===== config.mk =====
export PLATFORM = sky130hd
export DESIGN_NAME = dpb_front
export DESIGN_NICKNAME = d
export VERILOG_FILES = /design/src/rtl/dpb_pkg.sv /design/src/rtl/dpb_front.sv
export SDC_FILE = /design/constraint.sdc
export NUM_CORES = 1
export LEC_CHECK = 0
export ABC_AREA = 1
export BUFFER_PORTS_ARGS = -buffer_cell sky130_fd_sc_hd__clkbuf_2
export CORE_MARGIN = 3
export CORE_UTILIZATION = 59
export CTS_BUF_LIST = sky130_fd_sc_hd__clkbuf_16
export DETAILED_ROUTE_END_ITERATION = 16
export MAX_ROUTING_LAYER = met4
export PLACE_DENSITY = 0.95
export REMOVE_ABC_BUFFERS = 1
export SYNTH_ARGS = -nofsm -noshare
export SYNTH_HDL_FRONTEND = slang
export SYNTH_SLANG_ARGS = --single-unit
export TNS_END_PERCENT = 10

===== constraint.sdc =====
create_clock -name clk -period 4.7 [get_ports clk]
set_clock_uncertainty 0.05 [all_clocks]
set_input_delay 0.47 -clock clk [delete_from_list [all_inputs] [get_ports clk]]
set_output_delay 0.47 -clock clk [all_outputs]
set_load 0.05 [all_outputs]

===== src/rtl/dpb_pkg.sv =====
// ----------------------------------------------------------------------------
// dpb_pkg: shared types and constants for depth pixel back-projection
// Configuration record, register indexes, reset values and the per-point
// side information that travels from the front end to the back end.
// ----------------------------------------------------------------------------
package dpb_pkg;

	localparam int COORD_BITS_DEF  = 12;
	localparam int DEPTH_BITS_DEF  = 24;
	localparam int QUEUE_DEPTH_DEF = 4;

	localparam int CFG_IDX_W  = 3;
	localparam int CFG_DATA_W = 24;

	localparam logic [CFG_IDX_W-1:0] CFG_IMAGE_WIDTH   = 3'd0;
	localparam logic [CFG_IDX_W-1:0] CFG_IMAGE_HEIGHT  = 3'd1;
	localparam logic [CFG_IDX_W-1:0] CFG_DOWNSAMPLE    = 3'd2;
	localparam logic [CFG_IDX_W-1:0] CFG_CENTER_X_HALF = 3'd3;
	localparam logic [CFG_IDX_W-1:0] CFG_CENTER_Y_HALF = 3'd4;
	localparam logic [CFG_IDX_W-1:0] CFG_INVERSE_FOCAL = 3'd5;

	localparam logic [11:0] RST_IMAGE_WIDTH   = 12'd640;
	localparam logic [11:0] RST_IMAGE_HEIGHT  = 12'd480;
	localparam logic [4:0]  RST_DOWNSAMPLE    = 5'd1;
	localparam logic [12:0] RST_CENTER_X_HALF = 13'd639;
	localparam logic [12:0] RST_CENTER_Y_HALF = 13'd479;
	localparam logic [23:0] RST_INVERSE_FOCAL = 24'd31957;

	typedef struct packed {
		logic [11:0] image_width;
		logic [11:0] image_height;
		logic [4:0]  downsample;
		logic [12:0] center_x_half;
		logic [12:0] center_y_half;
		logic [23:0] inverse_focal;
	} cfg_t;

	// side information of one kept pixel
	typedef struct packed {
		logic        sign_x;
		logic        sign_y;
		logic        valid;
		logic        frame_last;
		logic [23:0] color;
		logic [23:0] z;
	} pix_info_t;

	// width of |2*coord - center_half|
	function automatic int ofs_width(input int coord_bits);
		return (coord_bits + 1 > 13) ? coord_bits + 1 : 13;
	endfunction

endpackage


===== src/rtl/dpb_front.sv =====
// ----------------------------------------------------------------------------
// dpb_front: raster position tracking and pixel classification
// Counts columns and rows, keeps pixels on the downsampling grid and forms
// the signed offsets, validity, packed color and end-of-frame flag.
// ----------------------------------------------------------------------------
module dpb_front #(
	parameter int COORD_BITS = dpb_pkg::COORD_BITS_DEF,
	parameter int DEPTH_BITS = dpb_pkg::DEPTH_BITS_DEF
) (
	input  logic                                          clk,
	input  logic                                          arst_n,
	input  dpb_pkg::cfg_t                                 cfg,
	input  logic                                          in_valid,
	output logic                                          in_ready,
	input  logic [DEPTH_BITS-1:0]                         depth,
	input  logic                                          depth_nan,
	input  logic [7:0]                                    blue,
	input  logic [7:0]                                    green,
	input  logic [7:0]                                    red,
	input  logic                                          q_full,
	output logic                                          push,
	output dpb_pkg::pix_info_t                            push_info,
	output logic [dpb_pkg::ofs_width(COORD_BITS)-1:0]     push_mag_x,
	output logic [dpb_pkg::ofs_width(COORD_BITS)-1:0]     push_mag_y,
	output logic [DEPTH_BITS-1:0]                         push_depth
);
	import dpb_pkg::*;

	localparam int OFS_W = ofs_width(COORD_BITS);
	localparam int CW    = ((COORD_BITS > 12) ? COORD_BITS : 12) + 2;
	localparam logic [COORD_BITS-1:0] MASK = {COORD_BITS{1'b1}};

	logic [COORD_BITS-1:0] col_q, row_q;
	logic [3:0]            col_ph_q, row_ph_q;

	logic [11:0]     w, h;
	logic [4:0]      d;
	logic [CW-1:0]   col_e, row_e, w_e, h_e, d_e;
	logic            kept, row_end, frame_end, col_last, row_last, accept, pix_ok;
	logic [OFS_W-1:0] two_col, two_row, cx, cy;
	logic [63:0]     dext;
	logic [4:0]      col_ph_inc, row_ph_inc;

	always_comb begin
		w = (cfg.image_width  == 12'd0) ? 12'd1 : cfg.image_width;
		h = (cfg.image_height == 12'd0) ? 12'd1 : cfg.image_height;
		if (cfg.downsample == 5'd0) begin
			d = 5'd1;
		end else if (cfg.downsample > 5'd16) begin
			d = 5'd16;
		end else begin
			d = cfg.downsample;
		end
	end

	assign col_e = CW'(col_q);
	assign row_e = CW'(row_q);
	assign w_e   = CW'(w);
	assign h_e   = CW'(h);
	assign d_e   = CW'(d);

	assign kept      = (col_ph_q == 4'd0) && (row_ph_q == 4'd0);
	assign row_end   = (col_e + CW'(1) >= w_e) || (col_q == MASK);
	assign frame_end = row_end && ((row_e + CW'(1) >= h_e) || (row_q == MASK));
	assign col_last  = (col_e + d_e >= w_e) || (col_e + d_e > CW'(MASK));
	assign row_last  = (row_e + d_e >= h_e) || (row_e + d_e > CW'(MASK));

	assign in_ready = !q_full;
	assign accept   = in_valid && in_ready;
	assign push     = accept && kept;

	// offsets in half pixels as sign and magnitude
	assign two_col = OFS_W'({col_q, 1'b0});
	assign two_row = OFS_W'({row_q, 1'b0});
	assign cx      = OFS_W'(cfg.center_x_half);
	assign cy      = OFS_W'(cfg.center_y_half);

	assign dext   = 64'(depth);
	assign pix_ok = (dext != 64'd0) && !depth_nan;

	always_comb begin
		push_info.sign_x     = two_col < cx;
		push_info.sign_y     = two_row < cy;
		push_info.valid      = pix_ok;
		push_info.frame_last = col_last && row_last;
		push_info.color      = {red, green, blue};
		if (!pix_ok) begin
			push_info.z = 24'd0;
		end else if (dext > 64'hFF_FFFF) begin
			push_info.z = 24'hFF_FFFF;
		end else begin
			push_info.z = dext[23:0];
		end
		push_mag_x = push_info.sign_x ? (cx - two_col) : (two_col - cx);
		push_mag_y = push_info.sign_y ? (cy - two_row) : (two_row - cy);
		push_depth = depth;
	end

	assign col_ph_inc = {1'b0, col_ph_q} + 5'd1;
	assign row_ph_inc = {1'b0, row_ph_q} + 5'd1;

	always_ff @(posedge clk or negedge arst_n) begin
		if (!arst_n) begin
			col_q    <= '0;
			row_q    <= '0;
			col_ph_q <= '0;
			row_ph_q <= '0;
		end else if (accept) begin
			if (row_end) begin
				col_q    <= '0;
				col_ph_q <= '0;
				if (frame_end) begin
					row_q    <= '0;
					row_ph_q <= '0;
				end else begin
					row_q    <= row_q + 1'b1;
					row_ph_q <= (row_ph_inc >= d) ? 4'd0 : row_ph_inc[3:0];
				end
			end else begin
				col_q    <= col_q + 1'b1;
				col_ph_q <= (col_ph_inc >= d) ? 4'd0 : col_ph_inc[3:0];
			end
		end
	end

endmodule


==> flow_metrics.env <==
export IMPL_max_freq_mhz=233
export IMPL_crit_start="cfg[54]"
export IMPL_grt_antenna_before_repair=0
export IMPL_grt_pass1_vias=7447
export IMPL_dr_total_vias=7894
export IMPL_syn_inst=1206
export IMPL_crit_type="in -> out"
export IMPL_reg2reg_depth=18
export IMPL_min_path_type="in -> async"
export IMPL_async_reset_ff_share_pct=100
export IMPL_p_switching_w=0.00245
export IMPL_hold_viol=0
export IMPL_cts_tree="yes"
export IMPL_cts_hold_repair_buffers=0
export IMPL_firstDrtPassIters=5
export IMPL_ir_drop_v=0.000363
export IMPL_grt_ovfl_total=0
export IMPL_cp_required_ns=4.18
export IMPL_post_dp_hpwl_um=18300
export IMPL_worstMarginPinSlew_ns=0.859
export IMPL_cts_sinks=32
export IMPL_grt_use_met2_pct=49.6
export IMPL_grtUsageTotal_pct=29.3
export IMPL_synth_warnings=0
export IMPL_cp_common_cell="nand2_1"
export IMPL_reg2reg_to="row_q[5]"
export IMPL_path_max_fanout=8
export IMPL_setup_tns_ns=0
export IMPL_powerDensity_nw_per_um2=467
export IMPL_finalCriticalPeriod_ns=4.30
export IMPL_ys_types=55
export IMPL_globalRouteMet1Util_pct=34.4
export IMPL_leakagePower_nw=4.95
export IMPL_nets=1554
export IMPL_die_w_um=121
export IMPL_pwr_share_seq_pct=12.6
export IMPL_internal_power_w=0.00148
export IMPL_fin_crit_sh_pct=91.4
export IMPL_reg2reg_from="col_q[0]"
export IMPL_io_buffers=163
export IMPL_die_area_um2=14700
export IMPL_slew_headroom_pct=42.7
export IMPL_netlist_area_um2=7830
export IMPL_status="finished, final reports clean"
export IMPL_max_cap_violations=0
export IMPL_rrSetupSlack_ns=1.38
export IMPL_synth_seq_cells=32
export IMPL_clk_latency_ns=0.28
export IMPL_busiest_layer="met2"
export IMPL_cts_buffers_inserted=5
export IMPL_post_dp_cell_area_um2=8280
export IMPL_setup_violations=0
export IMPL_drt_wl_total_um=21600
export IMPL_start_util_pct=61.3
export IMPL_grt_pass1_wl_um=34300
export IMPL_post_cts_resized=0
export IMPL_fin_area_um2=8420
export IMPL_gp_congestion=0.953
export IMPL_fin_util_pct=65.9
export IMPL_ant_nets=0
export IMPL_cts_max_level=2
export IMPL_postCtsSetupRepairBufs=0
export IMPL_final_max_slew_violation_count=0
export IMPL_avgSynthCellArea_um2=6.49
export IMPL_final_setup_worst_slack_ns=0.402
export IMPL_rsz0062_at_grt="false"
export IMPL_crit_chain="clkbuf_2 > nor2_1 > ha_1 > a21oi_1 > nand2_1 > a21boi_0 > nor2_1 > nand2_1 > xor2_1 > ha_1 > nand2_1 > nor2_1 > o21ai_0 > o211ai_1 > a21oi_1 > nand3_1 > nand2_1 > inv_1 > clkbuf_2"
export IMPL_cpPeakStageDelay_ns=0.51
export IMPL_io_pin_count=236
export IMPL_use_met3_pct=8.16
export IMPL_pwr_share_comb_pct=79.5
export IMPL_crit_path_end_kind="primary output"
export IMPL_syn2layout_area_growth_pct=7.51
export IMPL_synth_top_flop_cell="dfrtp_1"
export IMPL_worstPathArrival_ns=3.78
export IMPL_swShare_pct=62.3
export IMPL_drc=0
export IMPL_vias_per_cell=5.37
export IMPL_diodes=0
export IMPL_grt_max_degree=33
export IMPL_cts_root_buf="clkbuf_16"
export IMPL_crit_end="push_info[48]"
export IMPL_p_clk_share_pct=7.9
export IMPL_path_clk_slew_ns=0.05
export IMPL_crit_path_start_kind="input port"
export IMPL_rows=41
export IMPL_wl_per_cell_um=14.7
export IMPL_slowest_stage="a21boi_0"
export IMPL_clockBufferDepth=2
export IMPL_pre_cts_ws_ns=0.435
export IMPL_hold_ws_ns=0.242
export IMPL_initialDrtViolationCount=514
export IMPL_yosysSeqAreaShare_pct=10.2
export IMPL_synth_edff_count=0
export IMPL_chipHeight_um=121
export IMPL_coreArea_um2=12800
export IMPL_drive_above_1_share_pct=19.4
-- sequential cells by signal (all words and copies together) (netlist names) --
signal,cells
col_ph_q,4
col_q,12
row_ph_q,4
row_q,12
-- cell usage after synthesis, types with 8 or more instances --
cell	count	area [um2]
nand2_1	250	938
inv_1	210	788
ha_1	120	1500
nor2_1	99	372
a21oi_1	69	345
xor2_1	67	587
nand3_1	57	285
buf_4	55	413
o21ai_0	35	175
dfrtp_1	32	801
nand2_2	20	125
nand4_1	19	119
o21ai_1	17	85.1
buf_2	16	80.1
nand3_2	14	140
inv_2	10	37.5
nor3_1	10	50.1
xnor2_1	10	87.6
o21ai_2	9	78.8
nor4_1	8	50.1
-- cell usage in the layout, fill, tap and decap left out, drive strengths merged --
cell / count
nor4: 9
dfrtp: 32
or2: 2
xnor2: 10
buf: 1
o311ai: 1
and2: 2
nor3b: 1
inv: 222
nand3: 72
o21bai: 3
nand2: 275
nor3: 11
clkbuf: 168
clkinvlp: 1
fa: 6
o21ai: 62
o211a: 1
a21boi: 2
nand3b: 1
a21o: 7
and3: 1
ha: 120
a31oi: 2
nor2b: 1
nor4b: 1
nor2: 113
a41o: 2
a21oi: 70
xor2: 67
a211oi: 1
o21a: 4
o211ai: 2
nand4: 20
clkinv: 3
o22ai: 1
-- cell families after synthesis --
logic type	share of synthesized area, %
buf+inv	18.3
simple gates	30.6
compound gates	11.6
xor+xnor	8.61
fa+ha+maj	20.7
flops	10.2
-- power by group through the flow --
stage / clock network [W] / registers (W) / logic (W)
floorplan: 0 / 0.000451 / 0.00235
global placement: 0 / 0.000494 / 0.00299
detailed placement: 0 / 0.000495 / 0.00308
CTS: 0.000315 / 0.000492 / 0.00310
global route: 0.000326 / 0.000506 / 0.00342
finish: 0.000312 / 0.000496 / 0.00313
-- per-stage QoR --
stage,power (W),std cells
3_3_place_gp,0.00348,1461
4_1_cts,0.00390,1469
3_5_place_dp,0.00357,1461
2_1_floorplan,0.00280,1125
6_report,0.00393,1469
5_1_grt,0.00425,1469
-- critical path: cells and delay by family --
kind	cells	cell delay [ns]
buf+inv	3	0.43
compound gates	5	1.02
xor+xnor	1	0.16
fa+ha+maj	2	0.61
simple gates	8	1.09
-- metal layers --
layer	up-vias	wire [um]
met4	0	474
met3	43	2110
met2	373	10200
met1	3540	8850
met5	-	0
li1	3938	-
-- cell type report --
type,count,area (um2)
multi-input combinational,870,5600
fill,1107,4350
inverter,223,840
timing repair buffer,164,823
sequential,32,801
tap,172,215
clock buffer,5,125
clock inverter,3,15.0
-- worst min path at each step --
stage                  end  slack (ns)  depth (start not counted)        start
2_1_floorplan  col_ph_q[0]        0.12                          0       arst_n
3_3_place_gp   row_ph_q[3]        0.42                          2  row_ph_q[3]
3_5_place_dp   row_ph_q[3]        0.42                          2  row_ph_q[3]
4_1_cts        col_ph_q[3]        0.26                          1       arst_n
5_1_grt          row_q[11]        0.30                          1       arst_n
6_report         row_q[11]        0.24                          1       arst_n
(Power assumes the default switching activity.)
