File: src/rtl/dpb_pkg.sv
// ----------------------------------------------------------------------------
// dpb_pkg: shared types and constants for depth pixel back-projection
// Configuration record, register indexes, reset values and the per-point
// side information that travels from the front end to the back end.
// ----------------------------------------------------------------------------
package dpb_pkg;

	localparam int COORD_BITS_DEF  = 12;
	localparam int DEPTH_BITS_DEF  = 24;
	localparam int QUEUE_DEPTH_DEF = 4;

	localparam int CFG_IDX_W  = 3;
	localparam int CFG_DATA_W = 24;

	localparam logic [CFG_IDX_W-1:0] CFG_IMAGE_WIDTH   = 3'd0;
	localparam logic [CFG_IDX_W-1:0] CFG_IMAGE_HEIGHT  = 3'd1;
	localparam logic [CFG_IDX_W-1:0] CFG_DOWNSAMPLE    = 3'd2;
	localparam logic [CFG_IDX_W-1:0] CFG_CENTER_X_HALF = 3'd3;
	localparam logic [CFG_IDX_W-1:0] CFG_CENTER_Y_HALF = 3'd4;
	localparam logic [CFG_IDX_W-1:0] CFG_INVERSE_FOCAL = 3'd5;

	localparam logic [11:0] RST_IMAGE_WIDTH   = 12'd640;
	localparam logic [11:0] RST_IMAGE_HEIGHT  = 12'd480;
	localparam logic [4:0]  RST_DOWNSAMPLE    = 5'd1;
	localparam logic [12:0] RST_CENTER_X_HALF = 13'd639;
	localparam logic [12:0] RST_CENTER_Y_HALF = 13'd479;
	localparam logic [23:0] RST_INVERSE_FOCAL = 24'd31957;

	typedef struct packed {
		logic [11:0] image_width;
		logic [11:0] image_height;
		logic [4:0]  downsample;
		logic [12:0] center_x_half;
		logic [12:0] center_y_half;
		logic [23:0] inverse_focal;
	} cfg_t;

	// side information of one kept pixel
	typedef struct packed {
		logic        sign_x;
		logic        sign_y;
		logic        valid;
		logic        frame_last;
		logic [23:0] color;
		logic [23:0] z;
	} pix_info_t;

	// width of |2*coord - center_half|
	function automatic int ofs_width(input int coord_bits);
		return (coord_bits + 1 > 13) ? coord_bits + 1 : 13;
	endfunction

endpackage

File: src/rtl/dpb_queue.sv
// ----------------------------------------------------------------------------
// dpb_queue: short first-in first-out queue
// Decouples the classifying front end from the arithmetic back end.
// ----------------------------------------------------------------------------
module dpb_queue #(
	parameter int WIDTH = 8,
	parameter int DEPTH = dpb_pkg::QUEUE_DEPTH_DEF
) (
	input  logic             clk,
	input  logic             arst_n,
	input  logic             wr_en,
	input  logic [WIDTH-1:0] wr_data,
	output logic             full,
	output logic             rd_valid,
	input  logic             rd_ready,
	output logic [WIDTH-1:0] rd_data
);
	import dpb_pkg::*;

	localparam int PW = $clog2(DEPTH);
	localparam int CNT_W = $clog2(DEPTH + 1);
	localparam logic [PW-1:0] LAST = PW'(DEPTH - 1);

	logic [WIDTH-1:0] mem_q [DEPTH];
	logic [PW-1:0]    wr_ptr_q, rd_ptr_q;
	logic [CNT_W-1:0] count_q;
	logic             do_wr, do_rd;

	assign full     = count_q == CNT_W'(DEPTH);
	assign rd_valid = count_q != '0;
	assign rd_data  = mem_q[rd_ptr_q];
	assign do_wr    = wr_en && !full;
	assign do_rd    = rd_valid && rd_ready;

	always_ff @(posedge clk) begin
		if (do_wr) begin
			mem_q[wr_ptr_q] <= wr_data;
		end
	end

	always_ff @(posedge clk or negedge arst_n) begin
		if (!arst_n) begin
			wr_ptr_q <= '0;
			rd_ptr_q <= '0;
			count_q  <= '0;
		end else begin
			if (do_wr) begin
				wr_ptr_q <= (wr_ptr_q == LAST) ? '0 : wr_ptr_q + 1'b1;
			end
			if (do_rd) begin
				rd_ptr_q <= (rd_ptr_q == LAST) ? '0 : rd_ptr_q + 1'b1;
			end
			if (do_wr && !do_rd) begin
				count_q <= count_q + 1'b1;
			end else if (do_rd && !do_wr) begin
				count_q <= count_q - 1'b1;
			end
		end
	end

endmodule

File: config.mk
export PLATFORM = sky130hd
export DESIGN_NAME = dpb_queue
export DESIGN_NICKNAME = d
export VERILOG_FILES = /design/src/rtl/dpb_pkg.sv /design/src/rtl/dpb_queue.sv
export SDC_FILE = /design/constraint.sdc
export NUM_CORES = 1
export LEC_CHECK = 0
export ABC_AREA = 1
export BUFFER_PORTS_ARGS = -buffer_cell sky130_fd_sc_hd__clkbuf_2
export CELL_PAD_IN_SITES_DETAIL_PLACEMENT = 0
export CELL_PAD_IN_SITES_GLOBAL_PLACEMENT = 1
export CORE_MARGIN = 1.5
export CORE_UTILIZATION = 45
export DETAILED_ROUTE_END_ITERATION = 7
export PLACE_DENSITY = 0.77
export SLEW_MARGIN = 20
export SYNTH_ARGS = -nofsm -noshare
export SYNTH_HDL_FRONTEND = slang
export SYNTH_SLANG_ARGS = --single-unit
export TNS_END_PERCENT = 10
File: constraint.sdc
create_clock -name clk -period 2 [get_ports clk]
set_input_delay 0.4 -clock clk [delete_from_list [all_inputs] [get_ports clk]]
set_output_delay 0.4 -clock clk [all_outputs]
set_load 0.01 [all_outputs]
==> results.py, run 1 <==
metrics = {
    "logic_synthesis": {
        "avgSynthCellArea_um2": 11.5,
        "ys_types": 17,
        "synth_fp_nets": 172,
        "synthTopCellsByArea": "edfxtp_1 (55%), dfrtp_1 (10%), nand2_1 (8.1%)",
        "yosys_warnings": 0,
        "synthTopCellsByCount": "nand2_1 (38), edfxtp_1 (32), inv_1 (26), o211ai_1 (16), dfrtp_1 (7)",
        "yosysMostFrequentCell": "nand2_1",
        "synth-seq-cells": 39,
        "synth-edff-count": 32,
        "syn_area_um2": 1750,
        "netlist_instances": 153,
        "synth_area_leader_cell": "edfxtp_1",
        "yosys.area.top_type_share_pct": 54.8,
        "async_reset_ff_share_pct": 17.9,
        "ys.flop_type": "edfxtp_1",
        "ys_seq_area_share_pct": 64.8,
    },
    "placed_design": {
        "io_buffers": 21,
        "place_congestion": 0.753,
        "place_inst": 222,
        "dpl.hpwl_um": 2090,
    },
    "sta": {
        "max_slew_margin_pct": 70.0,
        "finalClockSkew_ps": 1.92,
        "slew_violations": 0,
        "final.period_utilization_pct": 92.3,
        "fin_crit_ps": 1850,
        "setup_viol": 0,
        "setup-tns-final_ps": 0,
        "hold_viol": 0,
        "worstMarginPinSlew_ps": 450,
        "rsz0062_at_grt": "false",
        "max_freq_ghz": 0.541,
    },
    "setup_path": {
        "required_ps": 1600,
        "r2r-end": "count_q[1]$_DFFE_PN0P_",
        "worst_r2r_startpoint": "count_q[0]$_DFFE_PN0P_",
        "worst_setup_path_end_kind": "primary output",
        "start_kind": "flop",
        "worst_setup_path_startpoint": "rd_ptr_q[1]$_DFFE_PN0P_",
        "cp.arrival_ps": 1450,
        "reg2reg_depth": 9,
        "reg2reg_slack_ps": 220,
        "cp_max_fo": 11,
        "worstSetupEndpoint": "rd_data[2]",
        "critPathKind": "flop to primary output",
    },
    "hold_path": {
        "hold_path_class": "primary input to flop",
        "whs_path_depth": 1,
    },
    "die": {
        "dieArea_um2": 4280,
        "dieHeight_um": 65.4,
        "coreArea_um2": 3690,
        "start_util_pct": 47.6,
        "io_pins": 22,
        "die_x_um": 65.4,
        "std_cell_rows": 22,
    },
    "routing": {
        "drtIter0Drc": 20,
        "via_count": 1104,
        "via_per_inst": 4.78,
        "post-route-drc-count": 0,
        "firstDrtPassIters": 4,
        "wl_per_cell_um": 12.7,
        "wl_um": 2920,
        "ant_nets": 0,
    },
    "global_routing": {
        "grt_pass1_vias": 1085,
        "grt_max_degree": 36,
        "top_usage_layer": "met2",
        "antenna_found_initial": 0,
        "grt_pass1_wl_um": 4770,
        "grtUsageTotal_pct": 15.5,
        "gr-usage-met1_pct": 16.7,
        "grt-ovfl-total": 0,
        "grtUsageMet3_pct": 3.42,
        "grtUsageMet2_pct": 28.7,
    },
    "clock_tree": {
        "cts_max_level": 2,
        "cts_made_buffers": 5,
        "clk_path_buf_depth": 2,
        "cts_resized": 0,
        "root_buffer": "clkbuf_8",
        "clkTransAtPathRegs_ps": 70,
        "insertion_delay_ps": 280,
        "clkSinkCount": 39,
        "cts_tree": "built",
    },
    "power_and_ir_drop": {
        "pwr-share-comb_pct": 36.8,
        "p_seq_share_pct": 41.6,
        "power_leakage_uw": 0.000908,
        "switching_share_pct": 36.0,
        "p_int_uw": 1870,
        "ir_drop_v": 0.000634,
        "p_switching_uw": 1050,
        "p_per_area_nw_per_um2": 1440,
        "pwr-share-clk_pct": 21.6,
    },
    "final_layout": {
        "final_cells": 231,
        "nNetsFinal": 201,
        "area_delta_synth_final_pct": 15.7,
        "diodes": 0,
        "drive_gt1_share_pct": 23.0,
    },
    "outcome": {
        "status": "finished, final reports clean",
    },
    "flow_run": {
        "max-cap-violations": 0,
    },
}
registers in the layout (all words and copies together), names as in the netlist:
name / cells
count_q: 3
rd_ptr_q: 2
wr_ptr_q: 2
mem_q: 32
layer usage:
layer	share of wire, %	wire length, um
met1	43	1250
met2	53	1540
met3	3.1	92
met4	1.4	42
met5	0	0
cell usage in the layout (no fill, tap or decap), drive strengths merged:
master	count
nand2	39
fa	1
clkinv	2
buf	5
bufinv	1
ha	6
nand3	7
edfxtp	32
dfrtp	7
o21ai	1
xnor2	1
o211ai	16
dlygate4sd3	1
nand4	1
inv	31
nor2	6
clkbuf	26
through the flow:
step                      setup slack (ps)  util [%]  total power (uW)  instance area, um^2  hold WS, ps
after floorplan                        351         -              2020                 1750          104
after global placement                 297      51.7              2270                 1910          245
after global routing                  48.6      55.0              3140                 2030          320
after CTS                              133      55.0              2960                 2030          323
after detailed placement               203      51.7              2330                 1910          252
final                                  153      55.0              2920                 2030          326
power by group through the flow:
stage | logic (uW) | clock network, uW | registers (uW)
final | 1080 | 631 | 1220
after global routing | 1220 | 681 | 1240
after CTS | 1090 | 648 | 1220
after detailed placement | 1090 | 0 | 1240
after global placement | 1040 | 0 | 1230
after floorplan | 830 | 0 | 1190
cells by family after synthesis:
logic type | Yosys count | synth area share [%]
AO/OA/AOI/OAI | 17 | 7.13
AND/OR/NAND/NOR | 53 | 12.7
flip-flops | 39 | 64.8
XOR/XNOR | 1 | 0.499
adder cells (fa/ha/maj) | 7 | 5.42
buffers and inverters | 36 | 9.49
layout make-up:
cell class / instances / area, um^2
Timing Repair Buffer: 27 / 153
Clock inverter: 3 / 43.8
Inverter: 31 / 116
Fill cell: 323 / 1660
Clock buffer: 5 / 68.8
Sequential cell: 39 / 1140
Tap cell: 48 / 60.1
Multi-Input combinational cell: 78 / 452
worst min path at each step:
| stage | start | endpoint | slack, ps |
|---|---|---|---|
| after CTS | wr_data[2] | mem_q[0][2]$_DFFE_PP_ | 320 |
| final | wr_data[2] | mem_q[0][2]$_DFFE_PP_ | 330 |
| after floorplan | arst_n | count_q[0]$_DFFE_PN0P_ | 100 |
| after global placement | arst_n | wr_ptr_q[0]$_DFFE_PN0P_ | 250 |
| after detailed placement | arst_n | count_q[1]$_DFFE_PN0P_ | 250 |
| after global routing | wr_data[2] | mem_q[0][2]$_DFFE_PP_ | 320 |
worst max-delay path, cell delays in order, from the launching register on:
cell and delay, ps:
dfrtp_1 620, inv_2 180, o211ai_1 160, nand2_1 70, clkbuf_2 130
repair_timing:
item / 4_1_cts / 5_1_grt
setup buffers: 0 / 0
hold buffers: 1 / 0
hold endpoints to repair: 7 / 0
setup endpoints to repair: 0 / 0
Power figures use the tool's default switching activity.
==> run 2, diff against run 1 <==
--- a/config.mk
+++ b/config.mk
@@ -10,5 +10,4 @@
 export CELL_PAD_IN_SITES_DETAIL_PLACEMENT = 0
 export CELL_PAD_IN_SITES_GLOBAL_PLACEMENT = 1
-export CORE_MARGIN = 1.5
 export CORE_UTILIZATION = 45
 export DETAILED_ROUTE_END_ITERATION = 7
==> constraint.sdc (replaced) <==
create_clock -name clk -period 2 [get_ports clk]
set_input_delay 0.6 -clock clk [delete_from_list [all_inputs] [get_ports clk]]
set_output_delay 0.6 -clock clk [all_outputs]
set_load 0.01 [all_outputs]
==> run 2 against run 1 <==
Compared with the run above: sequential share of layout area up 0.66 points; non-clock buffer count is the same; sequential cell count unchanged; clock skew rose by 2.3 ps; total power down 3.4%; cell count did not move; first-iteration DRC count up 110%; count of clock-buffer cells in the layout stayed put; critical path type unchanged; highest routed layer unchanged.
==> results.py, run 2 (same netlist as run 1, synthesis figures left out) <==
metrics = {
    "outcome": {
        "status": "finished, final reports clean",
    },
    "sta": {
        "worstMarginPinSlew_ps": 235,
        "max_slew_margin_pct": 84.3,
        "setup-tns-final_ps": 0,
        "finalClockSkew_ps": 4.25,
        "hold_viol": 0,
        "fin_crit_ps": 1860,
        "fin_ws_ps": 140,
        "setup_viol": 0,
        "final.period_utilization_pct": 93.0,
        "rsz0062_at_grt": "false",
        "max_freq_ghz": 0.538,
        "slew_violations": 0,
    },
    "clock_tree": {
        "insertion_delay_ps": 300,
        "cts_setup_buffers": 0,
        "clk_path_buf_depth": 2,
        "root_buffer": "clkbuf_8",
        "cts_made_buffers": 5,
        "clkSinkCount": 39,
        "clkTransAtPathRegs_ps": 70,
        "cts_max_level": 2,
        "cts_tree": "built",
    },
    "die": {
        "io_pins": 22,
        "std_cell_rows": 22,
        "die_x_um": 64.4,
        "start_util_pct": 47.6,
        "coreArea_um2": 3690,
        "dieHeight_um": 64.4,
        "dieArea_um2": 4150,
    },
    "hold_path": {
        "hold_path_class": "primary input to async pin",
    },
    "final_layout": {
        "area_delta_synth_final_pct": 14.5,
        "diodes": 0,
        "utilization_pct": 54.4,
        "layout_common_cells": "nand2_1 (38), edfxtp_1 (32), inv_1 (26)",
        "final_common_cell": "nand2_1",
        "top_register": "mem_q",
        "largest_reg_flops": 32,
        "drive_gt1_share_pct": 24.0,
        "top_regs": "mem_q (32), count_q (3)",
        "nNetsFinal": 201,
    },
    "placed_design": {
        "dpl.hpwl_um": 1930,
        "dp_slack_ps": 127,
        "place_congestion": 0.724,
        "io_buffers": 21,
    },
    "power_and_ir_drop": {
        "p_per_area_nw_per_um2": 1410,
        "ir_drop_v": 0.000635,
        "power_leakage_uw": 0.000891,
        "power.total_uw": 2820,
    },
    "routing": {
        "via_count": 1103,
        "ant_nets": 0,
        "wl_um": 2860,
        "drtIter0Drc": 43,
        "post-route-drc-count": 0,
        "wl_per_cell_um": 12.4,
        "firstDrtPassIters": 5,
        "via_per_inst": 4.77,
    },
    "setup_path": {
        "cp_slowest_cell": "dfrtp_1",
        "reg2reg_slack_ps": 190,
        "critPathKind": "flop to primary output",
        "cp_max_fo": 35,
        "required_ps": 1400,
        "start_kind": "flop",
        "cp_common_cell": "nand2_1",
        "cp.arrival_ps": 1260,
        "slowest_delay_ps": 340,
        "worst_setup_path_end_kind": "primary output",
        "cp_cell_sequence": "buf_6 -> nand2_1 -> o211ai_1 -> nand2_1 -> clkbuf_2",
    },
    "global_routing": {
        "grt-ovfl-total": 0,
        "antenna_found_initial": 0,
        "grtUsageTotal_pct": 16.7,
        "grt_pass1_vias": 1061,
        "grt_max_degree": 36,
        "grt_pass1_wl_um": 4880,
    },
    "flow_run": {
        "max-cap-violations": 0,
    },
}
## run 2: final timing paths
path | startpoint | end | depth (start not counted)
worst max register to register | count_q[0]$_DFFE_PN0P_ | count_q[1]$_DFFE_PN0P_ | 9
worst min register to register | wr_ptr_q[1]$_DFFE_PN0P_ | wr_ptr_q[1]$_DFFE_PN0P_ | 2
worst max-delay path | rd_ptr_q[0]$_DFFE_PN0P_ | rd_data[2] | 5
worst min-delay path | arst_n | count_q[1]$_DFFE_PN0P_ | 1
max in group asynchronous | arst_n | rd_ptr_q[1]$_DFFE_PN0P_ | 1
min in group clk | wr_data[5] | mem_q[1][5]$_DFFE_PP_ | 1
## run 2: power breakdown
| group | leakage (uW) | switching [uW] | total (uW) | internal (uW) |
|---|---|---|---|---|
| Combinational | 0.000474 | 669 | 1100 | 430 |
| Sequential | 0.000377 | 114 | 1210 | 1090 |
| Clock | 0.0000402 | 276 | 518 | 242 |
| Total | 0.000891 | 1060 | 2820 | 1760 |
## run 2: layer usage
layer | vias up | track usage (%) | routed length, um
li1 | 559 | - | -
met1 | 518 | 21.2 | 1290
met2 | 21 | 25.7 | 1400
met3 | 5 | 4.23 | 115
met4 | 0 | 10.0 | 59
met5 | - | 0 | 0
## run 2: cell type report
type | count | area (um^2)
clock buffer | 5 | 68.8
clock inverter | 3 | 20.0
fill | 340 | 1680
inverter | 31 | 116
multi-input combinational | 78 | 452
sequential | 39 | 1140
tap | 48 | 60.1
timing repair buffer | 27 | 154
## run 2: worst max-delay path, delay by kind of cell (launching register included)
kind / cells / cell delay, ps
compound gates: 1 / 90
buf+inv: 2 / 370
flops: 1 / 340
simple gates: 2 / 170
## run 2: what timing repair did
action	in CTS	in global routing
endpoints found under the setup margin	0	8
hold buffers	0	0
gates resized for setup	0	2
## run 2: metrics by stage
stage          instances  instance area [um^2]  hold WS, ps
2_1_floorplan        153                  1750          304
3_3_place_gp         223                  1910          445
3_5_place_dp         223                  1910          451
4_1_cts              231                  2000          132
5_1_grt              231                  2010          139
6_report             231                  2010          132
